<file path="src/ngfe_pkg.sv">
// ----------------------------------------------------------------------------
// ngfe_pkg
// shared widths, character codes, result types and helpers of the extractor
// ----------------------------------------------------------------------------
package ngfe_pkg;

  localparam int FIELD_LEN    = 32;
  localparam int SENTENCE_LEN = 128;

  localparam int BYTE_W = 8;
  localparam int SPOS_W = 7;
  localparam int FPOS_W = 5;
  localparam int KIND_W = 3;
  localparam int FNUM_W = 4;
  localparam int HDR_LEN = 6;
  localparam int HCNT_W  = 3;
  localparam int HDR_W   = HDR_LEN * BYTE_W;

  localparam int SCNT_W = $clog2(SENTENCE_LEN + 1);
  localparam int FCNT_W = $clog2(FIELD_LEN + 1);

  localparam int SPOS_MAX = (1 << SPOS_W) - 1;
  localparam int FPOS_MAX = (1 << FPOS_W) - 1;
  localparam int FNUM_MAX = (1 << FNUM_W) - 1;

  localparam logic [HDR_W-1:0] HDR_DEFAULT = 48'h244750474741;  // $GPGGA

  localparam logic [BYTE_W-1:0] CH_DOLLAR = 8'h24;
  localparam logic [BYTE_W-1:0] CH_CR     = 8'h0D;
  localparam logic [BYTE_W-1:0] CH_COMMA  = 8'h2C;

  // field numbers of the routed fields
  localparam logic [FNUM_W-1:0] FLD_TIME  = 4'd1;
  localparam logic [FNUM_W-1:0] FLD_LAT   = 4'd2;
  localparam logic [FNUM_W-1:0] FLD_LAT_H = 4'd3;
  localparam logic [FNUM_W-1:0] FLD_LON   = 4'd4;
  localparam logic [FNUM_W-1:0] FLD_LON_H = 4'd5;
  localparam logic [FNUM_W-1:0] FLD_ALT   = 4'd9;

  typedef enum logic [KIND_W-1:0] {
    KIND_NONE = 3'd0,
    KIND_TIME = 3'd1,
    KIND_LAT  = 3'd2,
    KIND_LON  = 3'd3,
    KIND_ALT  = 3'd4
  } field_kind_e;

  typedef struct packed {
    logic [BYTE_W-1:0] byte_echo;
    logic              sentence_write;
    logic [SPOS_W-1:0] sentence_pos;
    field_kind_e       field_kind;
    logic [FPOS_W-1:0] field_pos;
    logic              field_overflow;
    logic              frame_end;
    logic              frame_publish;
  } ngfe_result_t;

  // sentence tracker state seen by the header matcher
  typedef struct packed {
    logic in_sentence;
    logic publish_pending;
  } ngfe_status_t;

  function automatic field_kind_e kind_of(input logic [FNUM_W-1:0] fnum);
    field_kind_e k;
    unique case (fnum)
      FLD_TIME:           k = KIND_TIME;
      FLD_LAT, FLD_LAT_H: k = KIND_LAT;
      FLD_LON, FLD_LON_H: k = KIND_LON;
      FLD_ALT:            k = KIND_ALT;
      default:            k = KIND_NONE;
    endcase
    return k;
  endfunction

  function automatic logic [SPOS_W-1:0] sat_spos(input logic [SCNT_W-1:0] c);
    logic [SPOS_W-1:0] r;
    if (c > SCNT_W'(SPOS_MAX)) begin
      r = SPOS_W'(SPOS_MAX);
    end else begin
      r = SPOS_W'(c);
    end
    return r;
  endfunction

  function automatic logic [FPOS_W-1:0] sat_fpos(input logic [FCNT_W-1:0] c);
    logic [FPOS_W-1:0] r;
    if (c > FCNT_W'(FPOS_MAX)) begin
      r = FPOS_W'(FPOS_MAX);
    end else begin
      r = FPOS_W'(c);
    end
    return r;
  endfunction

endpackage

</file>
<file path="src/ngfe_body.sv">
// ----------------------------------------------------------------------------
// ngfe_body
// sentence tracker: buffer position, comma count and field routing
// ----------------------------------------------------------------------------
module ngfe_body import ngfe_pkg::*; (
  input  logic              clk_i,
  input  logic              rst_ni,
  input  logic              step_i,
  input  logic [BYTE_W-1:0] byte_i,
  input  logic              match_i,
  output ngfe_status_t      status_o,
  output ngfe_result_t      res_o
);

  logic              in_s_q, in_s_d;
  logic              pend_q, pend_d;
  logic [FNUM_W-1:0] fn_q, fn_d;
  logic [SCNT_W-1:0] sc_q, sc_d;
  logic [FCNT_W-1:0] fc_q [4];
  logic [FCNT_W-1:0] fc_d [4];

  logic              in_s;
  logic [SCNT_W-1:0] sc;
  field_kind_e       kind;
  logic [1:0]        idx;

  assign status_o.in_sentence     = in_s_q;
  assign status_o.publish_pending = pend_q;

  always_comb begin
    res_o           = '0;
    res_o.byte_echo = byte_i;
    in_s_d = in_s_q;
    pend_d = pend_q;
    fn_d   = fn_q;
    sc_d   = sc_q;
    fc_d   = fc_q;
    in_s   = in_s_q | match_i;
    // on a match the position skips header bytes one to five, which this block does not write
    sc     = match_i ? SCNT_W'(HDR_LEN - 1) : sc_q;
    kind   = kind_of(fn_q);
    idx    = 2'(KIND_W'(kind) - KIND_W'(1));
    if (pend_q) begin
      pend_d              = 1'b0;
      res_o.frame_publish = 1'b1;
    end else if (in_s) begin
      if (byte_i != CH_CR) begin
        in_s_d = 1'b1;
        sc_d   = sc;
        if (sc < SCNT_W'(SENTENCE_LEN)) begin
          res_o.sentence_write = 1'b1;
          res_o.sentence_pos   = sat_spos(sc);
          sc_d                 = sc + SCNT_W'(1);
        end else begin
          res_o.field_overflow = 1'b1;
        end
        if (byte_i == CH_COMMA) begin
          if (fn_q != FNUM_W'(FNUM_MAX)) begin
            fn_d = fn_q + FNUM_W'(1);
          end
        end else if (kind != KIND_NONE) begin
          res_o.field_kind = kind;
          res_o.field_pos  = sat_fpos(fc_q[idx]);
          if (fc_q[idx] < FCNT_W'(FIELD_LEN)) begin
            fc_d[idx] = fc_q[idx] + FCNT_W'(1);
          end else begin
            res_o.field_overflow = 1'b1;
          end
        end
      end else begin
        // carriage return closes the frame, next byte is swallowed
        res_o.frame_end    = 1'b1;
        res_o.sentence_pos = sat_spos(sc);
        in_s_d = 1'b0;
        pend_d = 1'b1;
        fn_d   = '0;
        sc_d   = '0;
        for (int i = 0; i < 4; i++) begin
          fc_d[i] = '0;
        end
      end
    end
  end

  always_ff @(posedge clk_i or negedge rst_ni) begin
    if (!rst_ni) begin
      in_s_q <= 1'b0;
      pend_q <= 1'b0;
      fn_q   <= '0;
      sc_q   <= '0;
      for (int i = 0; i < 4; i++) begin
        fc_q[i] <= '0;
      end
    end else if (step_i) begin
      in_s_q <= in_s_d;
      pend_q <= pend_d;
      fn_q   <= fn_d;
      sc_q   <= sc_d;
      fc_q   <= fc_d;
    end
  end

endmodule

</file>
<file path="config.mk">
export PLATFORM = sky130hd
export DESIGN_NAME = ngfe_body
export DESIGN_NICKNAME = d
export VERILOG_FILES = /design/src/ngfe_pkg.sv /design/src/ngfe_body.sv
export SDC_FILE = /design/constraint.sdc
export NUM_CORES = 1
export LEC_CHECK = 0
export ABC_AREA = 1
export BUFFER_PORTS_ARGS = -buffer_cell sky130_fd_sc_hd__buf_2
export CAP_MARGIN = 30
export CELL_PAD_IN_SITES_DETAIL_PLACEMENT = 1
export CELL_PAD_IN_SITES_GLOBAL_PLACEMENT = 2
export CORE_MARGIN = 1.5
export CORE_UTILIZATION = 35
export DETAILED_ROUTE_END_ITERATION = 8
export PLACE_DENSITY = 0.87
export SYNTH_ARGS = -nofsm -noshare
export SYNTH_HDL_FRONTEND = slang
export SYNTH_SLANG_ARGS = --single-unit
</file>
<file path="constraint.sdc">
create_clock -name clk_i -period 7.3 [get_ports clk_i]
set_clock_uncertainty 0.1 [all_clocks]
set_input_delay 0.73 -clock clk_i [delete_from_list [all_inputs] [get_ports clk_i]]
set_output_delay 0.73 -clock clk_i [all_outputs]
set_load 0.01 [all_outputs]
</file>
==> qor.csv, run 1 <==
stage,metric,value,unit
clocking,cts-root-buf,clkbuf_8,
sta,setup_tns,0,ns
final_layout,multi_input_area,0.00154,mm^2
routing,wl,7.96,mm
synth,synth_flop_cell,dfrtp_1,
synth,synth_edf_count,0,
global_routing,grt_pass1_vias,2707,
synth,seq_area_frac_synth,33.4,%
sta,slew_violations,0,
clocking,clkLatencyLatePin,0.30,ns
final_layout,regArea,951,um^2
synth,syn_nets,414,
routing,drtIter0Drc,64,
synth,netlist_area,0.00285,mm^2
clocking,cts_tree,yes,
routing,viasPerCell,4.90,
synth,yosysTopAreaCell,dfrtp_1,
sta,max_freq,242,MHz
sta,fin_crit,4.13,ns
final_layout,syn2layout_area_growth,10.8,%
routing,drc,0,
clocking,hold_buffers,0,
clocking,htree_levels,2,
clocking,post_cts_buffers,0,
final_layout,antenna_cells,0,
power,power_density,222,mW/mm^2
die,coreArea,0.00781,mm^2
power,leakagePower,1.53,nW
routing,routedWlPerCell,15.3,um
setup_path,critPathRequiredTime,6.47,ns
sta,finalCritPeriodShare,56.6,%
sta,setup_viol,0,
synth,postSynthCellCount,389,
global_routing,grt.total_usage,20.1,%
global_routing,antenna_found_initial,0,
clocking,clk_pin_slew,0.08,ns
synth,synth_area_leaders,"dfrtp_1 33%, nand2_1 13%, nand3_1 7.9%",
die,die_w,93.2,um
global_routing,grt_pass1_wl,13.6,mm
final_layout,nFillCells,1041,
routing,vias,2552,
job,drv_cap,0,
die,rows,32,
global_routing,overflow,0,
die,die_area,0.00869,mm^2
routing,first_pass_iters,4,
die,initial_utilization,36.5,%
power,vdd_drop_max,0.0863,mV
clocking,clkSinkCount,38,
placement,io_buffers,40,
placement,place_congestion,0.837,
run_status,status,completed,
synth,synth_top_area_share,33.4,%
setup_path,start_kind,register,
hold_path,hold_path.class,in -> async,
sta,max_slew.worst_pin.slew,0.449,ns
placement,placed_cells,512,
synth,ys_warn_count,0,
sta,relSlewSlack,69.9,%
global_routing,grt_start_max_net_pins,39,
die,die_height,93.2,um
setup_path,worstPathArrival,3.30,ns
sta,rsz0062_at_grt,no,
final_layout,nNetsFinal,443,
placement,post-dp-hpwl,6.28,mm
routing,antenna_left,0,
setup_path,criticalPathCategory,reg -> out,
die,boundaryPins,41,
synth,syn_area_per_cell,7.32,um^2
synth,synth.distinct_cells,36,
clocking,cts_resized,0,
synth,synth-seq-cells,38,
clocking,numCtsBuffers,5,
setup_path,crit_path_end_kind,primary output,
setup_path,crit_path_max_fanout,22,
final_layout,drive_gt1_share,19.1,%
synth,async_flop_share,100,%
sta,finalHoldViolCount,0,
final_layout,stdcell_count,521,
clocking,clockBufferDepth,2,
## synth_stat cells (6+ instances only)
master	instances
o21ai_0	7
o22ai_1	6
nand3_1	45
inv_1	47
a21oi_1	13
nand2_1	99
ha_1	13
o21ai_1	13
dfrtp_1	38
buf_4	13
inv_2	6
nor2_1	30
## cell usage in the layout, fill, tap and decap left out, types with 2 or more instances in the layout
cell type	synthesis	final
nand3_2	4	4
xnor2_1	2	2
clkbuf_8	0	5
nand3b_1	3	3
nand2_8	2	2
nor3_1	5	5
nor2_2	3	3
ha_1	13	13
inv_2	6	6
nand3_1	45	45
xor2_1	5	5
nand4_1	4	4
nand2_2	5	5
o22ai_1	6	6
a21oi_1	13	13
buf_2	3	40
nand2_4	3	3
dfrtp_1	38	38
nand2_1	99	99
inv_1	47	47
o21ai_4	4	4
nor2_4	4	4
nor2_1	30	30
o21ai_0	7	7
clkinv_1	2	2
o21ai_1	13	13
## power breakdown
group	total, mW	switching, mW	internal (mW)
Clock	0.185	0.0825	0.102
Sequential	0.256	0.0200	0.236
Combinational	0.260	0.177	0.0831
Total	0.700	0.279	0.421
## metrics by stage
stage | worst slack (ns) | total power [mW] | instance area (um^2) | util [%] | hold slack [ns]
after floorplan | 4.19 | 0.447 | 2850 | - | 0.334
after global placement | 3.61 | 0.515 | 3030 | 38.8 | 0.366
after detailed placement | 3.47 | 0.522 | 3030 | 38.8 | 0.381
after CTS | 3.15 | 0.709 | 3140 | 40.2 | 0.403
after global routing | 2.87 | 0.753 | 3160 | 40.4 | 0.176
final | 3.17 | 0.700 | 3160 | 40.4 | 0.175
## state kept, by name, summed over array words and instances (netlist names)
signal	flops
fc_q	24
sc_q	8
fn_q	4
in_s_q	1
pend_q	1
## critical path: stages (launching register included)
cell and delay [ns]:
dfrtp_1 0.42, inv_1 0.08, ha_1 0.22, inv_1 0.06, nand2_1 0.06, nand2_2 0.24
nand2_4 0.23, ha_1 0.61, clkinv_1 0.35, nand3_1 0.23, nand2_4 0.15, o22ai_1 0.19
buf_2 0.17
## cells by family (layout without fill, tap and decap cells)
group                      count (synthesis)  in the layout  synth area share, %
and+or+nand+nor                          209            209                 35.2
adders and majority gates                 13             13                 5.71
AOI/OAI and AO/OA                         48             48                 11.0
xor gates and xnor gates                   7              7                 2.15
buffers and inverters                     74            104                 12.6
DFF                                       38             38                 33.4
## cell type report
| type | count | share of cell area [%] |
|---|---|---|
| multi-input combinational | 277 | 48.8 |
| sequential | 38 | 30.1 |
| timing repair buffer | 41 | 6.98 |
| inverter | 55 | 6.54 |
| tap | 102 | 4.04 |
| clock buffer | 6 | 2.30 |
| clock inverter | 2 | 1.19 |
## layer usage
| layer | vias up | routed length (um) | global-route usage (%) |
|---|---|---|---|
| met2 | 20 | 3780 | 33.0 |
| met3 | 8 | 110 | 2.93 |
| li1 | 1295 | - | - |
| met4 | 0 | 113 | 5.30 |
| met5 | - | 0 | 0 |
| met1 | 1229 | 3950 | 27.4 |
## path summary, 6_finish.rpt
check,start,to,slack (ns),depth (start not counted)
hold / removal,rst_ni,sc_q[2],0.18,1
setup / recovery,fn_q[1],res_o[2],3.17,12
setup reg to reg,fn_q[1],fc_q[20],3.74,13
hold reg to reg,fc_q[18],fc_q[18],0.40,2
max in group asynchronous,rst_ni,fc_q[22],6.48,2
min in group clk_i,fc_q[18],fc_q[18],0.40,2
Note: power is estimated with default switching activity, not from simulation.
==> run 2, diff against run 1 <==
Settings changed: CORE_UTILIZATION 35 to 30, PLACE_DENSITY 0.87 to 0.79.
Clock period 7.3 ns to 3.4 ns, I/O delays scaled along.
==> qor.csv, run 2 (synthesized netlist as in run 1, its figures left out) <==
stage,metric,value,unit,change
placement,post-dp-hpwl,6.10,mm,-2.8%
setup_path,start_kind,register,,
run_status,status,completed,,
sta,setup_viol,0,,unchanged
routing,wl_met1,3.84,mm,-2.7%
final_layout,regArea,951,um^2,unchanged
clocking,cts-root-buf,clkbuf_8,,
final_layout,drive_gt1_share,20.2,%,+1.1 points
final_layout,nFillCells,1150,,+10%
power,leakagePower,1.56,nW,+1.8%
power,vdd_drop_max,0.171,mV,+98%
global_routing,grt_pass1_vias,2604,,-3.8%
final_layout,fin_util,35.1,%,-5.3 points
setup_path,crit_path_end_kind,primary output,,
routing,wl,7.94,mm,-0.18%
sta,rsz0062_at_grt,no,,
final_layout,multi_input_area,0.00154,mm^2,+0.24%
hold_path,hold_path.class,in -> reg,,
sta,finalHoldViolCount,0,,unchanged
global_routing,overflow,0,,unchanged
setup_path,worstPathArrival,2.70,ns,-0.60 ns
setup_path,crit_buf_inv,7,,+3
global_routing,antenna_found_initial,0,,unchanged
die,initial_utilization,30.8,%,-5.7 points
sta,max_slew.worst_pin.slew,0.440,ns,-0.00913 ns
clocking,clk_pin_slew,0.08,ns,about the same
power,p_clk_share,26.4,%,about the same
die,coreArea,0.00924,mm^2,+18%
setup_path,crit_path_frequent_cell,nand2_1,,
routing,maxUsedRoutingLayer,met4,,
placement,io_buffers,40,,unchanged
die,boundaryPins,41,,unchanged
power,seq_power_share,36.3,%,-0.2 points
sta,hold_ws,0.175,ns,-0.000372 ns
clocking,clkSinkCount,38,,unchanged
setup_path,path_cells,inv_1 -> ha_1 -> inv_1 -> nand2_1 -> nand2_2 -> buf_4 -> nand2_4 -> buf_6 -> inv_2 -> ha_1 -> nand2_1 -> nand2_1 -> nor2_1 -> inv_2 -> o22ai_1 -> buf_2,,
die,die_height,100,um,+7.8%
final_layout,top_regs,"fc_q x24, sc_q x8, fn_q x4",,
power,finalPower,1.50,mW,+110%
routing,viasPerCell,4.71,,-3.8%
final_layout,antenna_cells,0,,unchanged
setup_path,max_stage_delay,0.43,ns,-0.18 ns
job,drv_cap,0,,unchanged
power,p_int,0.916,mW,+120%
final_layout,layout_common_cells,"99 x nand2_1, 47 x inv_1, 45 x nand3_1",,
global_routing,grt_start_max_net_pins,39,,unchanged
clocking,clockBufferDepth,2,,unchanged
setup_path,crit_path_max_fanout,21,,-4.5%
die,rows,35,,+9.4%
setup_path,cp_top_family,buffers and inverters,,
routing,antenna_left,0,,unchanged
die,die_area,0.0101,mm^2,+16%
setup_path,critPathRequiredTime,2.96,ns,-3.51 ns
final_layout,largest_reg_flops,24,,unchanged
routing,routedWlPerCell,14.3,um,-6.1%
clocking,clkLatencyLatePin,0.30,ns,about the same
final_layout,layout_commonest_cell,nand2_1,,
routing,drtIter0Drc,92,,+44%
sta,finalCritPeriodShare,92.4,%,
placement,place_congestion,0.771,,-7.9%
routing,vias,2610,,+2.3%
routing,drc,0,,unchanged
power,sw_frac_of_total,39.0,%,-0.84 points
global_routing,grt_pass1_wl,13.3,mm,-2.4%
sta,max_freq,318,MHz,
die,die_w,100,um,+7.8%
routing,met2_length,3.85,mm,+1.8%
setup_path,slowest_stage,dfrtp_1,,
final_layout,regMostFlops,fc_q,,
sta,fin_crit,3.14,ns,
clocking,cts_tree,yes,,
final_layout,syn2layout_area_growth,13.9,%,
power,power_density,463,mW/mm^2,+110%
sta,relSlewSlack,70.7,%,+0.79 points
sta,slew_violations,0,,unchanged
final_layout,nNetsFinal,449,,+1.4%
clocking,numCtsBuffers,5,,unchanged
sta,setup_tns,0,ns,unchanged
routing,first_pass_iters,4,,unchanged
power,p_comb_share,37.3,%,+0.2 points
setup_path,criticalPathCategory,reg -> out,,
power,p_sw,0.587,mW,+110%
global_routing,grt.total_usage,17.1,%,-3.0 points
clocking,htree_levels,2,,unchanged
routing,met3_length,182,um,+65%
==> run 2: power groups by stage <==
stage | registers, mW | clock network (mW) | logic (mW)
floorplan | 0.543 | 0 | 0.416
global placement | 0.552 | 0 | 0.543
detailed placement | 0.554 | 0 | 0.553
CTS | 0.545 | 0.408 | 0.555
global route | 0.554 | 0.426 | 0.640
finish | 0.545 | 0.397 | 0.560
==> run 2: area by class of cell <==
type	count	area share, %
multi-input cells	277	47.6
flip-flops and latches	38	29.3
repair buffers	47	8.37
inverters	55	6.48
well taps	129	4.97
clock buffers	7	2.35
clock inverters	1	0.926
==> run 2: final timing paths <==
check,start,endpoint,slack [ns],cells past startpoint
min reg2reg,fc_q[5],fc_q[5],0.39,2
min in group asynchronous,rst_ni,pend_q,0.44,3
max reg2reg,fn_q[0],fc_q[8],0.33,15
max,fn_q[1],res_o[2],0.26,16
max in group asynchronous,rst_ni,fc_q[11],2.56,3
min,step_i,pend_q,0.17,2
==> run 2: through the flow <==
| stage | setup slack, ns | cells | instance area [um^2] |
|---|---|---|---|
| 2_1_floorplan | 0.414 | 389 | 2850 |
| 3_3_place_gp | 0.446 | 542 | 3080 |
| 3_5_place_dp | 0.350 | 542 | 3080 |
| 4_1_cts | 0.0944 | 550 | 3190 |
| 5_1_grt | 0.0102 | 554 | 3240 |
| 6_report | 0.260 | 554 | 3240 |
==> run 2: metal layers <==
layer  up-vias  GRT usage, %
met5         -             0
met1      1248          23.2
met2        40          28.6
met4         0          4.88
met3         9          2.08
li1       1313             -
==> run 2: timing repair <==
action	CTS	global route
resized for setup	0	3
endpoints found under the setup margin	0	6
hold endpoints to repair	0	38
buffers inserted	0	2
hold buffers	0	1
