===== src/ngfe_pkg.sv =====
// ----------------------------------------------------------------------------
// ngfe_pkg
// shared widths, character codes, result types and helpers of the extractor
// ----------------------------------------------------------------------------
package ngfe_pkg;

  localparam int FIELD_LEN    = 32;
  localparam int SENTENCE_LEN = 128;

  localparam int BYTE_W = 8;
  localparam int SPOS_W = 7;
  localparam int FPOS_W = 5;
  localparam int KIND_W = 3;
  localparam int FNUM_W = 4;
  localparam int HDR_LEN = 6;
  localparam int HCNT_W  = 3;
  localparam int HDR_W   = HDR_LEN * BYTE_W;

  localparam int SCNT_W = $clog2(SENTENCE_LEN + 1);
  localparam int FCNT_W = $clog2(FIELD_LEN + 1);

  localparam int SPOS_MAX = (1 << SPOS_W) - 1;
  localparam int FPOS_MAX = (1 << FPOS_W) - 1;
  localparam int FNUM_MAX = (1 << FNUM_W) - 1;

  localparam logic [HDR_W-1:0] HDR_DEFAULT = 48'h244750474741;  // $GPGGA

  localparam logic [BYTE_W-1:0] CH_DOLLAR = 8'h24;
  localparam logic [BYTE_W-1:0] CH_CR     = 8'h0D;
  localparam logic [BYTE_W-1:0] CH_COMMA  = 8'h2C;

  // field numbers of the routed fields
  localparam logic [FNUM_W-1:0] FLD_TIME  = 4'd1;
  localparam logic [FNUM_W-1:0] FLD_LAT   = 4'd2;
  localparam logic [FNUM_W-1:0] FLD_LAT_H = 4'd3;
  localparam logic [FNUM_W-1:0] FLD_LON   = 4'd4;
  localparam logic [FNUM_W-1:0] FLD_LON_H = 4'd5;
  localparam logic [FNUM_W-1:0] FLD_ALT   = 4'd9;

  typedef enum logic [KIND_W-1:0] {
    KIND_NONE = 3'd0,
    KIND_TIME = 3'd1,
    KIND_LAT  = 3'd2,
    KIND_LON  = 3'd3,
    KIND_ALT  = 3'd4
  } field_kind_e;

  typedef struct packed {
    logic [BYTE_W-1:0] byte_echo;
    logic              sentence_write;
    logic [SPOS_W-1:0] sentence_pos;
    field_kind_e       field_kind;
    logic [FPOS_W-1:0] field_pos;
    logic              field_overflow;
    logic              frame_end;
    logic              frame_publish;
  } ngfe_result_t;

  // sentence tracker state seen by the header matcher
  typedef struct packed {
    logic in_sentence;
    logic publish_pending;
  } ngfe_status_t;

  function automatic field_kind_e kind_of(input logic [FNUM_W-1:0] fnum);
    field_kind_e k;
    unique case (fnum)
      FLD_TIME:           k = KIND_TIME;
      FLD_LAT, FLD_LAT_H: k = KIND_LAT;
      FLD_LON, FLD_LON_H: k = KIND_LON;
      FLD_ALT:            k = KIND_ALT;
      default:            k = KIND_NONE;
    endcase
    return k;
  endfunction

  function automatic logic [SPOS_W-1:0] sat_spos(input logic [SCNT_W-1:0] c);
    logic [SPOS_W-1:0] r;
    if (c > SCNT_W'(SPOS_MAX)) begin
      r = SPOS_W'(SPOS_MAX);
    end else begin
      r = SPOS_W'(c);
    end
    return r;
  endfunction

  function automatic logic [FPOS_W-1:0] sat_fpos(input logic [FCNT_W-1:0] c);
    logic [FPOS_W-1:0] r;
    if (c > FCNT_W'(FPOS_MAX)) begin
      r = FPOS_W'(FPOS_MAX);
    end else begin
      r = FPOS_W'(c);
    end
    return r;
  endfunction

endpackage


===== src/ngfe_hdr.sv =====
// ----------------------------------------------------------------------------
// ngfe_hdr
// header hunt: collects a dollar and the five bytes after it and compares with the tag
// ----------------------------------------------------------------------------
module ngfe_hdr import ngfe_pkg::*; (
  input  logic              clk_i,
  input  logic              rst_ni,
  input  logic              step_i,
  input  logic [BYTE_W-1:0] byte_i,
  input  logic [HDR_W-1:0]  pattern_i,
  input  ngfe_status_t      status_i,
  output logic              match_o
);

  localparam int HB_N = HDR_LEN - 1;

  logic [BYTE_W-1:0] hb_q [HB_N];
  logic [BYTE_W-1:0] hb_d [HB_N];
  logic [HCNT_W-1:0] hc_q, hc_d;
  logic              hunt;

  assign hunt = !status_i.in_sentence && !status_i.publish_pending;

  always_comb begin
    hb_d    = hb_q;
    hc_d    = hc_q;
    match_o = 1'b0;
    if (hunt) begin
      priority if (byte_i == CH_DOLLAR) begin
        hb_d[0] = byte_i;
        hc_d    = HCNT_W'(1);
      end else if (hc_q == HCNT_W'(HB_N)) begin
        // sixth byte: compare against the tag straight from the input
        match_o = ({hb_q[0], hb_q[1], hb_q[2], hb_q[3], hb_q[4], byte_i} == pattern_i);
        hc_d    = '0;
      end else if (hc_q != '0) begin
        hb_d[hc_q] = byte_i;
        hc_d       = hc_q + HCNT_W'(1);
      end else begin
        hc_d = '0;
      end
    end
  end

  always_ff @(posedge clk_i or negedge rst_ni) begin
    if (!rst_ni) begin
      hc_q <= '0;
      for (int i = 0; i < HB_N; i++) begin
        hb_q[i] <= '0;
      end
    end else if (step_i) begin
      hc_q <= hc_d;
      hb_q <= hb_d;
    end
  end

endmodule


===== config.mk =====
export PLATFORM = sky130hd
export DESIGN_NAME = ngfe_hdr
export DESIGN_NICKNAME = d
export VERILOG_FILES = /design/src/ngfe_pkg.sv /design/src/ngfe_hdr.sv
export SDC_FILE = /design/constraint.sdc
export NUM_CORES = 1
export LEC_CHECK = 0
export BUFFER_PORTS_ARGS = -buffer_cell sky130_fd_sc_hd__clkbuf_2
export CELL_PAD_IN_SITES_DETAIL_PLACEMENT = 0
export CELL_PAD_IN_SITES_GLOBAL_PLACEMENT = 1
export CORE_MARGIN = 5
export CORE_UTILIZATION = 44
export CTS_CLUSTER_SIZE = 20
export DETAILED_ROUTE_END_ITERATION = 8
export PLACE_DENSITY = 0.81
export SLEW_MARGIN = 20
export SYNTH_ARGS = -nofsm -noshare
export SYNTH_HDL_FRONTEND = slang
export SYNTH_SLANG_ARGS = --single-unit

===== constraint.sdc =====
create_clock -name clk_i -period 6.5 [get_ports clk_i]
set_input_delay 0.325 -clock clk_i [delete_from_list [all_inputs] [get_ports clk_i]]
set_output_delay 0.325 -clock clk_i [all_outputs]
set_load 0.02 [all_outputs]

==> results.txt, run 1 <==
The pin count of the biggest net entering global routing is 44. After synthesis, the cell types taking the most area are sky130_fd_sc_hd__dfrtp_1 45%, sky130_fd_sc_hd__xnor2_1 11%, sky130_fd_sc_hd__mux2_2 9.5%. The share of total power in sequential cells is 0.478. The wire length of the first global-routing pass came out at 9183 um. Of all cell types, the one taking the most synthesized area is sky130_fd_sc_hd__dfrtp_1. Synthesis inferred 43 register bits. The number of global-route vias before repair is roughly 1800.

The final cycle utilization of the critical path is 0.4055. The clock transition at the registers of the reported paths is 0.09 ns. The worst-case register-to-register setup slack came out at between 3 and 4 ns. The critical path start-end classification is reg -> reg. The post-cts sizing count came out at 0. For this run, the total global-route usage over all layers was measured as 0.1667. Hold repair after CTS inserted 0 buffers. The total wirelength of the detailed-routed design came out at 5433 um. The worst clock skew on the final layout came out at 0.009432 ns.

The average footprint of a synthesized cell came out at between 10 and 15 um2. The number of nets handed over by synthesis was 263. The power density of the placed cells is 353.9 mW/mm2. Of the post-synthesis cell area, the dominant cell type holds 0.4548. In the routed design, unresolved DRC markers number 0.

The critical path goes through inv_1, ha_1, mux2_2, a211o_4, or4_1, mux2_4. The core region is 0.005172 mm2. The critical path data required time is ~6.7 ns. The layout filler cell count is 484.

The run finished with clean final reports. The number of levels in the clock H-tree came out at 2. The summed instance area of the synthesized netlist is 0.002366 mm2.

The commonest cells after synthesis are 43 x sky130_fd_sc_hd__dfrtp_1, 31 x sky130_fd_sc_hd__xnor2_1, 20 x sky130_fd_sc_hd__mux2_2, 12 x sky130_fd_sc_hd__mux2_4. The initial antenna violation count is 0. The count of clock tree sinks is 43.

The cell count after synthesis came out at 199. Setup repair after global routing left no endpoint under its margin. The wire length per cell after detailed routing came out at 16.22 um. For this configuration, the core starts out at a cell density of 0.4574.

The measured slew at the worst slew-check pin came out at approximately 0.95 ns. The growth of design area from synthesis to finish is 20.10%. Once placement finished, the instance area stood at 0.002738 mm2.

The path class of the tightest hold or removal check is in -> async. The TritonCTS clock tree is done. The final cell count without fillers came out at 335. The I/O pin count is between 60 and 70. Along the worst path, the maximum fanout reaches 10. Of the synthesized area, sequential elements account for 0.4548. The finished cells cover 0.002841 mm2. The total of max-cap violations came out at 0.

The worst-case IR drop observed on VDD is 0.1585 mV. The antenna diode instance count is 0. Among all flip-flop cells after synthesis, the most frequent one is sky130_fd_sc_hd__dfrtp_1. For this run, the number of Yosys warnings is 0. Counting tap cells, the placed design contains a total of 327 instances. The count of different cell masters after synthesis came out at 31. The proportion of synthesized flip-flops having asynchronous set or reset is 1.000. The count of flip-flops with a built-in enable after synthesis came out at 0. The worst slew margin relative to its limit came out at 0.3668. For this run, the slowest stage of the critical path takes approximately 0.66 ns.

The count of input and output buffers is 61. Timing would allow up to approximately 380 MHz. The hold violation total from the final report was 0. The endpoint identified for the worst register-to-register timing path is hb_q[27]. The share of power burned in the clock network came out at 0.188. The post-detailed-route via-to-cell ratio came out at 5.149.

The die width came out at 83.33 um. In the final layout, the share of cells above drive strength 1 is 0.3925. For this design the total switching power over the nets is 318.3 uW. Summed over all layers, the global routing overflow is 0. The number of buffers created by CTS is 5. The library cell contributing the largest single delay on the critical path is sky130_fd_sc_hd__or4_1. The maximum buffer depth of the clock tree is 2.

For the finished layout, the period the worst path requires is 2.636 ns. The vias after detailed routing came out at 1725. The number of cells on the worst reg-to-reg path is 6.

The sum of net half-perimeters after detailed placement is 4283 um. The data arrival at the endpoint of the critical path came out at 2.82 ns. The master cell of the clock root buffer is sky130_fd_sc_hd__clkbuf_8. The row count is 26. The number of post-CTS setup repair buffers came out at 0.

The first-pass iteration count of the detailed router came out at 4. The clock latency on the worst-skew pair came out at 0.30 ns. From bottom edge to top edge, the die measures 83.33 um. The count of final setup violators is 0. Once detail routing completed, the nets flagged for antenna violations numbered 0. The setup TNS after final layout came out at 0 ns. Of the total power, the share spent switching nets is 0.3165. The nature of the critical path startpoint is a register. The number of DRC violations after detailed-routing iteration 0 is 65.

The net count of the finished layout came out at 328. The max-slew violation total from the final report is 0. The global placement routability congestion is 0.8279. In this run the critical register-to-register path is launched from hc_q[0]. The power share of the combinational group is 0.334. Among all cell types in the netlist, the one instantiated most often is sky130_fd_sc_hd__dfrtp_1. The cell leakage power is 0.001325 uW.

The kind of capture point of the worst setup path is a register. The cell-internal power came out at 687.4 uW. The area of the die came out at 0.006944 mm2.
==> kinds of logic (layout without fill, tap and decap cells) <==
kind of cell	after synthesis	after routing	share of synthesized area
DFF	43	43	0.4548
adders and majority gates	3	3	0.01587
AOI/OAI and AO/OA	22	22	0.06028
buffers and inverters	13	79	0.02486
and+or+nand+nor	44	44	0.1163
xor gates and xnor gates	41	41	0.1518
muxes	33	33	0.1761
==> sequential cells by signal, summed over array words and instances, names as in the netlist <==
signal,count
hc_q,3
hb_q,40
==> worst max-delay path, delay by kind of cell (launching register included) <==
family	cells	cell delay, ns
simple gates	1	0.66
fa+ha+maj	1	0.25
flops	1	0.47
compound gates	1	0.31
mux	2	0.66
buf+inv	1	0.17
==> layout by cell type (no fill, tap or decap), types with 2 or more instances in the layout <==
| cell type | synthesis | final |
|---|---|---|
| sky130_fd_sc_hd__a22oi_1 | 3 | 3 |
| sky130_fd_sc_hd__nand3_1 | 2 | 2 |
| sky130_fd_sc_hd__dfrtp_1 | 43 | 43 |
| sky130_fd_sc_hd__mux2_4 | 12 | 12 |
| sky130_fd_sc_hd__nand4_1 | 9 | 9 |
| sky130_fd_sc_hd__nor3_1 | 2 | 2 |
| sky130_fd_sc_hd__o21ai_0 | 5 | 5 |
| sky130_fd_sc_hd__nor4_4 | 2 | 2 |
| sky130_fd_sc_hd__nor2_1 | 7 | 7 |
| sky130_fd_sc_hd__xnor2_1 | 31 | 31 |
| sky130_fd_sc_hd__nor4_1 | 5 | 5 |
| sky130_fd_sc_hd__mux2_2 | 20 | 20 |
| sky130_fd_sc_hd__o21ai_1 | 4 | 4 |
| sky130_fd_sc_hd__clkbuf_2 | 0 | 60 |
| sky130_fd_sc_hd__a21oi_1 | 3 | 3 |
| sky130_fd_sc_hd__nand2_1 | 9 | 9 |
| sky130_fd_sc_hd__o22a_1 | 2 | 2 |
| sky130_fd_sc_hd__clkbuf_8 | 0 | 7 |
| sky130_fd_sc_hd__inv_1 | 10 | 10 |
| sky130_fd_sc_hd__o22ai_1 | 4 | 4 |
| sky130_fd_sc_hd__ha_1 | 3 | 3 |
| sky130_fd_sc_hd__xor2_1 | 10 | 10 |
| sky130_fd_sc_hd__nor4b_1 | 2 | 2 |
==> worst max path at each step <==
stage,from,endpoint,slack (ns)
2_1_floorplan,hc_q[0],hb_q[24],4.14
3_3_place_gp,hc_q[0],hb_q[28],3.93
3_5_place_dp,hc_q[0],hb_q[28],3.87
4_1_cts,hc_q[0],hb_q[27],3.86
5_1_grt,hc_q[0],hb_q[28],3.73
6_report,hc_q[0],hb_q[27],3.86
==> stage by stage <==
stage               worst slack (ns)    util  power [uW]  hold WS (ns)
floorplan                      4.144       -       733.8       0.02941
global placement               3.931  0.5293       814.7        0.4873
detailed placement             3.870  0.5293       827.1        0.4950
CTS                            3.861  0.5493        1017        0.2358
global route                   3.728  0.5493        1083        0.2401
finish                         3.864  0.5493        1006        0.1604
==> layout make-up <==
cell class	instances	area, um2	share of cell area
multi-input combinational	143	1231	0.4333
sequential	43	1076	0.3787
timing repair buffer	61	305.3	0.1074
clock buffer	7	96.34	0.03391
tap	70	87.58	0.03082
inverter	10	37.54	0.01321
clock inverter	1	7.507	0.002642
==> power groups by stage <==
stage	clock, uW	combinational [uW]	sequential (uW)
4_1_cts	193	341	482
3_3_place_gp	0	330	484
5_1_grt	206	379	498
6_report	189	336	481
2_1_floorplan	0	282	452
3_5_place_dp	0	340	487
==> routing by layer <==
layer | GRT usage | wire, um | vias up
met3 | 0.05248 | 421 | 8
met4 | 0.05201 | 99 | 0
met2 | 0.2566 | 2372 | 64
met1 | 0.2232 | 2539 | 815
met5 | 0 | 0 | -
li1 | - | - | 838
No activity file was read; power rests on OpenSTA's default activity.
==> inputs of run 2 (changes only) <==
Settings changed: CORE_UTILIZATION 44 to 41, PLACE_DENSITY 0.81 to 0.76.
Clock period 6.5 ns to 2.6 ns, I/O delays scaled along.
==> run 2 against run 1 <==
The run now ends with negative hold slack left; count of clock-buffer cells in the layout shrank 1; first-iteration DRC count is 7.7% higher; clock power rose by 120%; non-clock buffer count up 9; routed wire length up 2.1%; flip-flop and latch count unchanged; critical path depth increased by 1; register-to-register slack worse by 3.7 ns.
==> results.txt, run 2 (same netlist as run 1, synthesis figures left out) <==
The pin count of the biggest net entering global routing came out at 44 (unchanged). The global placement routability congestion is 0.8021 (was 0.8279). The layout filler cell count came out at 527 (was 484). The wire length per cell after detailed routing is 16.03 um (was 16.22 um). The starting density of the core came out at 0.4245 (was 0.4574).

The critical path start-end classification was reg -> reg (unchanged). The measured slew at the worst slew-check pin came out at 0.9421 ns (was 0.9498 ns). The aggregate global routing overflow is 0 (unchanged).

The routed length on met3 is 300 um (was 421 um). The die extent in y is 85.97 um (was 83.33 um). The setup TNS after final layout came to 0 ns (unchanged). The clock transition at the registers of the reported paths is 0.08 ns (was 0.09 ns). The launch instance of the worst register-to-register path is hc_q[1] (was hc_q[0]). The maximum achievable frequency is 408.8 MHz (was 379.4 MHz). The I/O pin count came to 62 (unchanged). The count of final setup violators is 0 (unchanged). The hold slack is -0.01066 ns (was 0.1604 ns).

The wire length of the first global-routing pass was 9032 um (was 9183 um). The number of hold buffers added after cts came out at 0 (unchanged). The critical path data required time came out at 2.78 ns (was 6.68 ns). The share of power burned in the clock network came out at 0.164 (was 0.188). The depth of the worst register-to-register path is 7 (was 6).

The share of final-layout standard cells stronger than drive strength 1 is 0.4088 (was 0.3925). The kind of capture point of the worst setup path is a register (unchanged). The number of post-CTS setup repair buffers is 0 (unchanged). Outcome: finished with violations (was finished, final reports clean). The number of DRC violations after detailed-routing iteration 0 is 70 (was 65). The critical-path maximum fanout came out at 10 (unchanged). The final cell count without fillers came out at 346 (was 335).

The max-slew violation total from the final report is 0 (unchanged). The residual antenna-violating net count after detailed routing came out at 0 (unchanged). The count of input and output buffers came out at 61 (unchanged). The count of clock tree sinks came to 43 (unchanged). The area of the die came out at 0.007390 mm2 (was 0.006944 mm2). The post-detailed-route DRC marker count came out at 0 (unchanged).

The TritonCTS clock tree was done (unchanged). The register ranked first by flip-flop count is hb_q (unchanged). The nature of the critical path startpoint is a register (unchanged). The number of cells after detailed placement was 338 (was 327). The worst IR drop on VDD is 0.3901 mV (was 0.1585 mV).

The die width came out at 85.97 um (was 83.33 um). The master cell of the clock root buffer is sky130_fd_sc_hd__clkbuf_8 (unchanged). The final cycle utilization of the critical path came out at 0.9408 (was 0.4055).

The floorplan core area came out at 0.005574 mm2 (was 0.005172 mm2). The initial antenna violation count came out at 0 (unchanged). The net count of the finished layout came out at 337 (was 328). The power density of the placed cells came out at 857.6 mW/mm2 (was 353.9 mW/mm2).

The worst-case register-to-register setup slack was 0.15 ns (was 3.86 ns). The antenna diode instance count is 0 (unchanged). The vias after detailed routing came out at 1729 (was 1725). The number of levels in the clock H-tree was 2 (unchanged). The number of global-route vias before repair came out at 1782 (was 1806).

The switching power is 793.5 uW (was 318.3 uW). The highest routing layer actually used is met3 (was met4). The sum of met2 wire segment lengths after detailed routing is 2442 um (was 2372 um). The most frequent standard cell in the layout excluding fill and tap cells is sky130_fd_sc_hd__clkbuf_2 (unchanged). The growth of design area from synthesis to finish was 22.26% (was 20.10%). The fraction of power spent switching nets is 0.3199 (was 0.3165). The total routing usage reported by global routing was 0.1558 (was 0.1667). The clock latency on the worst-skew pair came out at 0.28 ns (was 0.30 ns). The post-detailed-route via-to-cell ratio came to 4.997 (was 5.149).

The hold violation total from the final report came out at 30 (was 0). The data arrival at the endpoint of the critical path came out at 2.62 ns (was 2.82 ns). The cell-internal power is 1687 uW (was 687.4 uW). The worst clock skew on the final layout came to 0.007577 ns (was 0.009432 ns). The share of total power in sequential cells came to 0.476 (was 0.478). The final reports fail on negative hold slack. The power share of the combinational group was 0.360 (was 0.334). The row count came out at 27 (was 26). The post-cts sizing count came out at 0 (unchanged). The post-route minimum period is 2.446 ns (was 2.636 ns). The terminus of the critical flop-to-flop path was hb_q[31] (was hb_q[27]). The flip-flop count of the largest register, all copies and words added is 40 (unchanged).

Setup repair after global routing missed its margin: no (unchanged). The number of buffers created by CTS came out at 5 (unchanged). The worst slew margin relative to its limit is 0.3719 (was 0.3668). The class of the most critical hold timing path was in -> async (unchanged). The met1 routed wirelength after detailed routing came to 2803 um (was 2539 um). The total wirelength of the detailed-routed design is 5547 um (was 5433 um). Leading cell types in the layout, fill and taps excluded: 60 x sky130_fd_sc_hd__clkbuf_2, 43 x sky130_fd_sc_hd__dfrtp_1, 31 x sky130_fd_sc_hd__xnor2_1, 20 x sky130_fd_sc_hd__mux2_2, 12 x sky130_fd_sc_hd__mux2_4 (unchanged). The maximum buffer depth of the clock tree came out at 2 (unchanged). The first-pass iteration count of the detailed router is 4 (unchanged). Registers with the highest flip-flop counts: hb_q x40, hc_q x3 (unchanged). The cell leakage power is 0.001361 uW (was 0.001325 uW). The sum of net half-perimeters after detailed placement came to 4404 um (was 4283 um). The total of max-cap violations came out at 0 (unchanged).
run 2: cell count changes in the layout (fill, tap and decap cells not counted):
cell,change
sky130_fd_sc_hd__buf_4,+9
sky130_fd_sc_hd__clkbuf_1,+1
sky130_fd_sc_hd__clkbuf_8,-2
sky130_fd_sc_hd__clkinv_2,+1
run 2: worst max path at each step:
| stage | start | to | depth (start not counted) |
|---|---|---|---|
| 3_5_place_dp | hc_q[1] | hb_q[27] | 7 |
| 6_report | hc_q[1] | hb_q[31] | 7 |
| 2_1_floorplan | hc_q[0] | hb_q[24] | 7 |
| 5_1_grt | hc_q[1] | hb_q[31] | 7 |
| 4_1_cts | hc_q[1] | hb_q[31] | 7 |
| 3_3_place_gp | hc_q[1] | hb_q[25] | 7 |
run 2: power by group through the flow:
stage          registers [uW]  clock network (uW)  logic [uW]
2_1_floorplan            1130                   0         704
3_3_place_gp             1190                   0         878
3_5_place_dp             1190                   0         901
4_1_cts                  1180                 420         905
5_1_grt                  1220                 450         986
6_report                 1180                 407         892
run 2: cell type report:
| cell class | instances | area (um2) | area share |
|---|---|---|---|
| Inverter | 10 | 37.54 | 0.01298 |
| Timing Repair Buffer | 70 | 372.9 | 0.1289 |
| Multi-Input combinational cell | 143 | 1231 | 0.4256 |
| Tap cell | 72 | 90.09 | 0.03114 |
| Clock inverter | 2 | 12.51 | 0.004325 |
| Clock buffer | 6 | 72.57 | 0.02509 |
| Sequential cell | 43 | 1076 | 0.3720 |
run 2: worst max-delay path, stage by stage (launching register included):
cell and delay, ns:
sky130_fd_sc_hd__dfrtp_1 0.43, sky130_fd_sc_hd__inv_1 0.17, sky130_fd_sc_hd__ha_1 0.24, sky130_fd_sc_hd__mux2_2 0.29, sky130_fd_sc_hd__a211o_4 0.32, sky130_fd_sc_hd__or4_1 0.40, sky130_fd_sc_hd__buf_4 0.20, sky130_fd_sc_hd__mux2_4 0.30
run 2: per-stage QoR:
stage               worst slack, ns  total power, uW    util  area (um2)
floorplan                    0.2444             1835       -        2366
global placement             0.2275             2070  0.5037        2808
detailed placement           0.1733             2094  0.5037        2808
CTS                          0.1672             2508  0.5190        2893
global route                0.08795             2659  0.5190        2893
finish                       0.1540             2481  0.5190        2893
run 2: metal layers:
layer	vias up	track usage
met4	0	0.02590
met3	0	0.03650
met1	821	0.2276
met5	-	0
met2	48	0.2383
li1	860	-
==> inputs of run 3 (changes only) <==
Settings changed: ABC_AREA from default to 1, CORE_MARGIN 5 to 2, CORE_UTILIZATION 41 to 37.
==> run 3 against run 2 <==
The run now ends clean; clock power rose by 36%; first-iteration DRC count is 97% higher; global-route usage up 5.2 points; die area rose by 5.8%; power grew 11%; critical path depth increased by 4; flip-flop and latch count unchanged; setup slack gained 0.28 ns; core utilization shrank 5.4 points; via count is 51% higher; sequential share of layout area fell by 3.3 points.
==> results.txt, run 3 <==
The clock latency on the worst-skew pair came to 0.30 ns (was 0.28 ns). Largest cells by area after synthesis: sky130_fd_sc_hd__dfrtp_1 41%, sky130_fd_sc_hd__nand2_1 21%, sky130_fd_sc_hd__o21ai_0 9.9% (was sky130_fd_sc_hd__dfrtp_1 45%, sky130_fd_sc_hd__xnor2_1 11%, sky130_fd_sc_hd__mux2_2 9.5%). The worst IR drop on VDD is 0.3474 mV (was 0.3901 mV). The max-slew violation total from the final report was 0 (unchanged). The number of global-route vias before repair is 2595 (was 1782). The path with the worst hold slack has its endpoint at hb_q[27]. The nature of the critical path startpoint was a register (unchanged). The post-detailed-route DRC marker count came to 0 (unchanged).

The worst clock skew on the final layout is 0.005271 ns (was 0.007577 ns). The share of final-layout standard cells stronger than drive strength 1 was 0.1688 (was 0.4088). The delay of the slowest cell on the worst path is 0.42 ns (was 0.43 ns).

The maximum achievable frequency is 461.2 MHz (was 408.8 MHz). The vias after detailed routing was 2603 (was 1729). The final cycle utilization of the critical path is 0.8340 (was 0.9408). The kind of cell adding the most delay to the critical path is simple AND/OR/NAND/NOR gates (was multiplexers). The proportion of synthesized chip area in sequential cells was 0.4080 (was 0.4548). The largest area contributor in the netlist was sky130_fd_sc_hd__dfrtp_1 (unchanged).

In this run the most critical hold path is launched from byte_i[3]. The die extent in y was 88.43 um (was 85.97 um). The net count of the finished layout is 525 (was 337). The number of levels in the clock H-tree was 2 (unchanged). The I/O pin count is 62 (unchanged). The clock transition at the registers of the reported paths came to 0.08 ns (about the same).

The initial antenna violation count came to 0 (unchanged). The pin count of the biggest net entering global routing is 44 (unchanged). The die width is 88.43 um (was 85.97 um).

The terminus of the critical flop-to-flop path is hb_q[26] (was hb_q[31]). The layout filler cell count is 748 (was 527). The count of clock tree sinks is 43 (unchanged). The post-synth net total is 458 (was 263). The total wirelength of the detailed-routed design came out at 7434 um (was 5547 um). The switching power is 1086 uW (was 793.5 uW).

The launch instance of the worst register-to-register path is hc_q[1] (unchanged). The wire length of the first global-routing pass came out at 12290 um (was 9032 um). The critical path start-end classification is reg -> out (was reg -> reg). Leading cell types in the layout, fill and taps excluded: 148 x sky130_fd_sc_hd__nand2_1, 62 x sky130_fd_sc_hd__inv_1, 61 x sky130_fd_sc_hd__clkbuf_2, 52 x sky130_fd_sc_hd__o21ai_0, 43 x sky130_fd_sc_hd__dfrtp_1 (was 60 x sky130_fd_sc_hd__clkbuf_2, 43 x sky130_fd_sc_hd__dfrtp_1, 31 x sky130_fd_sc_hd__xnor2_1, 20 x sky130_fd_sc_hd__mux2_2, 12 x sky130_fd_sc_hd__mux2_4). The share of total power in sequential cells is 0.437 (was 0.476).

The residual antenna-violating net count after detailed routing came out at 0 (unchanged). The post-cts sizing count came out at 0 (unchanged). The Yosys warning count is 0 (unchanged).

The total routing usage reported by global routing came out at 0.2083 (was 0.1558). The most numerous cell type found on the critical path is sky130_fd_sc_hd__nor2_1. The floorplan core area came out at 0.006832 mm2 (was 0.005574 mm2). The cell depth of the worst min-delay path is 3. The total area of multi-input combinational cells is 0.001297 mm2 (was 0.001231 mm2). The cell-internal power came out at 1669 uW (was 1687 uW). The master cell of the clock root buffer was sky130_fd_sc_hd__clkbuf_8 (unchanged). The proportion of synthesized flip-flops having asynchronous set or reset came out at 1.000 (unchanged). The register ranked first by flip-flop count is hb_q (unchanged). The measured slew at the worst slew-check pin came out at 0.6422 ns (was 0.9421 ns).

The area of the die is 0.007820 mm2 (was 0.007390 mm2). Registers with the highest flip-flop counts: hb_q x40, hc_q x3 (unchanged). The worst-case register-to-register setup slack is 0.68 ns (was 0.15 ns). The library cell contributing the largest single delay on the critical path is sky130_fd_sc_hd__dfrtp_1 (unchanged). The total of max-cap violations is 0 (unchanged). The post-route minimum period is 2.168 ns (was 2.446 ns). The most frequently used flop master after synthesis was sky130_fd_sc_hd__dfrtp_1 (unchanged). The row count came out at 30 (was 27). The starting density of the core was 0.3861 (was 0.4245).

The number of DRC violations after detailed-routing iteration 0 came out at 138 (was 70). The count of flip-flops with a built-in enable after synthesis came out at 0 (unchanged). The count of final setup violators is 0 (unchanged). The kind of capture point of the worst setup path is an output port (was register).

The startpoint of the worst setup timing path is hc_q[1] (unchanged). The wire length per cell after detailed routing is 13.32 um (was 16.03 um). Outcome: finished, final reports clean (was finished with violations). The gate count of the mapped netlist came to 394 (was 199). The global placement routability congestion is 0.8352 (was 0.8021). The hold violation total from the final report came out at 0 (was 30). The aggregate global routing overflow came out at 0 (unchanged). The class of the most critical hold timing path was in -> reg (was in -> async). Cell-by-cell trace of the critical path: inv_1, ha_1, nand2_1, inv_1, o21ai_0, nor2_1, nand2_1, nor2_1, nand3_1, nor2_1, clkbuf_2 (was inv_1, ha_1, mux2_2, a211o_4, or4_1, buf_4, mux2_4). The area taken by flip-flops and latches came out at 0.001076 mm2 (unchanged). The number of buffers created by CTS came out at 5 (unchanged). The first-pass iteration count of the detailed router is 5 (was 4). The data arrival at the endpoint of the critical path is 2.04 ns (was 2.62 ns). The cell leakage power came out at 0.001749 uW (was 0.001361 uW).

Setup repair after global routing missed its margin: no (unchanged). The TritonCTS clock tree is done (unchanged). The most frequent standard cell in the layout excluding fill and tap cells is sky130_fd_sc_hd__nand2_1 (was sky130_fd_sc_hd__clkbuf_2). The critical path data required time is 2.47 ns (was 2.78 ns).

The depth of the worst register-to-register path is 10 (was 7). The share of power burned in the clock network was 0.200 (was 0.164). The count of buffer and inverter cells on the critical path is 3 (was 2). The area fraction of the dominant cell type after synthesis is 0.4080 (was 0.4548). The setup TNS after final layout came out at 0 ns (unchanged). The count of different cell masters after synthesis is 23 (was 31). The post-detailed-route via-to-cell ratio is 4.665 (was 4.997). Ranking of synthesized cells by instance count: 148 x sky130_fd_sc_hd__nand2_1, 62 x sky130_fd_sc_hd__inv_1, 52 x sky130_fd_sc_hd__o21ai_0, 43 x sky130_fd_sc_hd__dfrtp_1, 34 x sky130_fd_sc_hd__nor2_1 (was 43 x sky130_fd_sc_hd__dfrtp_1, 31 x sky130_fd_sc_hd__xnor2_1, 20 x sky130_fd_sc_hd__mux2_2, 12 x sky130_fd_sc_hd__mux2_4). The flop and latch count out of synthesis came to 43 (unchanged). The most used standard cell by instance count after synthesis is sky130_fd_sc_hd__nand2_1 (was sky130_fd_sc_hd__dfrtp_1).

The growth of design area from synthesis to finish is 20.35% (was 22.26%). The utilization after layout came out at 0.4647 (was 0.5190). The sum of net half-perimeters after detailed placement is 5902 um (was 4404 um). The worst slew margin relative to its limit is 0.5703 (was 0.3719).

The flip-flop count of the largest register, all copies and words added came to 40 (unchanged). The summed instance area of the synthesized netlist came to 0.002638 mm2 (was 0.002366 mm2). The critical-path maximum fanout came out at 4 (was 10). The power density of the placed cells is 867.7 mW/mm2 (was 857.6 mW/mm2). The power share of the combinational group was 0.363 (was 0.360).

The maximum buffer depth of the clock tree is 2 (unchanged). The average footprint of a synthesized cell is 6.694 um2 (was 11.89 um2). The antenna diode instance count is 0 (unchanged). The fraction of power spent switching nets came to 0.3942 (was 0.3199). The count of input and output buffers came out at 61 (unchanged).
==> run 3: cell count changes after synthesis, moves of 4 or more <==
cell / previous run / this run
sky130_fd_sc_hd__nand2_1: 9 / 148
sky130_fd_sc_hd__inv_1: 10 / 62
sky130_fd_sc_hd__o21ai_0: 5 / 52
sky130_fd_sc_hd__nor2_1: 7 / 34
sky130_fd_sc_hd__xnor2_1: 31 / 4
sky130_fd_sc_hd__mux2_2: 20 / 0
sky130_fd_sc_hd__nand3_1: 2 / 20
sky130_fd_sc_hd__mux2_4: 12 / 0
sky130_fd_sc_hd__nand4_1: 9 / 3
sky130_fd_sc_hd__nor4_1: 5 / 0
sky130_fd_sc_hd__xor2_1: 10 / 6
==> run 3: layout make-up <==
| class | count | area share |
|---|---|---|
| Clock inverter | 2 | 0.01104 |
| Timing Repair Buffer | 64 | 0.1041 |
| Multi-Input combinational cell | 285 | 0.4087 |
| Tap cell | 96 | 0.03784 |
| Clock buffer | 6 | 0.02602 |
| Sequential cell | 43 | 0.3390 |
| Inverter | 62 | 0.07331 |
==> run 3: repair_timing <==
action	4_1_cts	5_1_grt
hold buffers	1	0
endpoints found under the hold margin	43	0
buffers inserted	0	0
==> run 3: per-stage QoR <==
step	setup WS [ns]	power [uW]	area (um2)	instances	hold slack, ns
2_1_floorplan	0.9511	1893	2638	394	-0.1656
3_3_place_gp	0.7500	2192	3047	549	0.2549
3_5_place_dp	0.6740	2218	3047	549	0.2539
4_1_cts	0.4170	2774	3174	558	0.1075
5_1_grt	0.2215	3025	3174	558	0.1234
6_report	0.4317	2754	3174	558	0.1143
==> run 3: worst min-delay path, cell delays in order <==
cell	delay, ns
sky130_fd_sc_hd__clkbuf_2	0.11
sky130_fd_sc_hd__nand3_1	0.08
sky130_fd_sc_hd__nand2_1	0.05
==> run 3: routing by layer <==
| metal | track usage | up-vias | share of wire |
|---|---|---|---|
| met3 | 0.03078 | 10 | 0.041 |
| met1 | 0.2929 | 1178 | 0.50 |
| met5 | 0 | - | 0 |
| li1 | - | 1348 | - |
| met4 | 0.04545 | 0 | 0.013 |
| met2 | 0.3424 | 67 | 0.45 |
==> run 3: how the worst max path moves through the flow <==
stage	cells past startpoint	to	slack, ns
2_1_floorplan	10	hb_q[10]	0.95
3_3_place_gp	10	hb_q[31]	0.75
3_5_place_dp	10	hb_q[26]	0.67
4_1_cts	11	match_o	0.42
5_1_grt	11	match_o	0.22
6_report	11	match_o	0.43
==> run 3: power by group through the flow <==
stage               Clock, uW  Sequential, uW  Combinational, uW
floorplan                   0            1140                754
finish                    552            1200               1000
global route              587            1240               1200
detailed placement          0            1210               1000
CTS                       563            1200               1010
global placement            0            1210                982
==> run 3: cells by family (layout without fill, tap and decap cells) <==
logic type / Yosys count / count (layout) / synth area share
and+or+nand+nor: 215 / 215 / 0.3335
buffers and inverters: 66 / 134 / 0.1001
AOI/OAI and AO/OA: 57 / 57 / 0.1110
DFF: 43 / 43 / 0.4080
xor gates and xnor gates: 10 / 10 / 0.03321
adders and majority gates: 3 / 3 / 0.01423
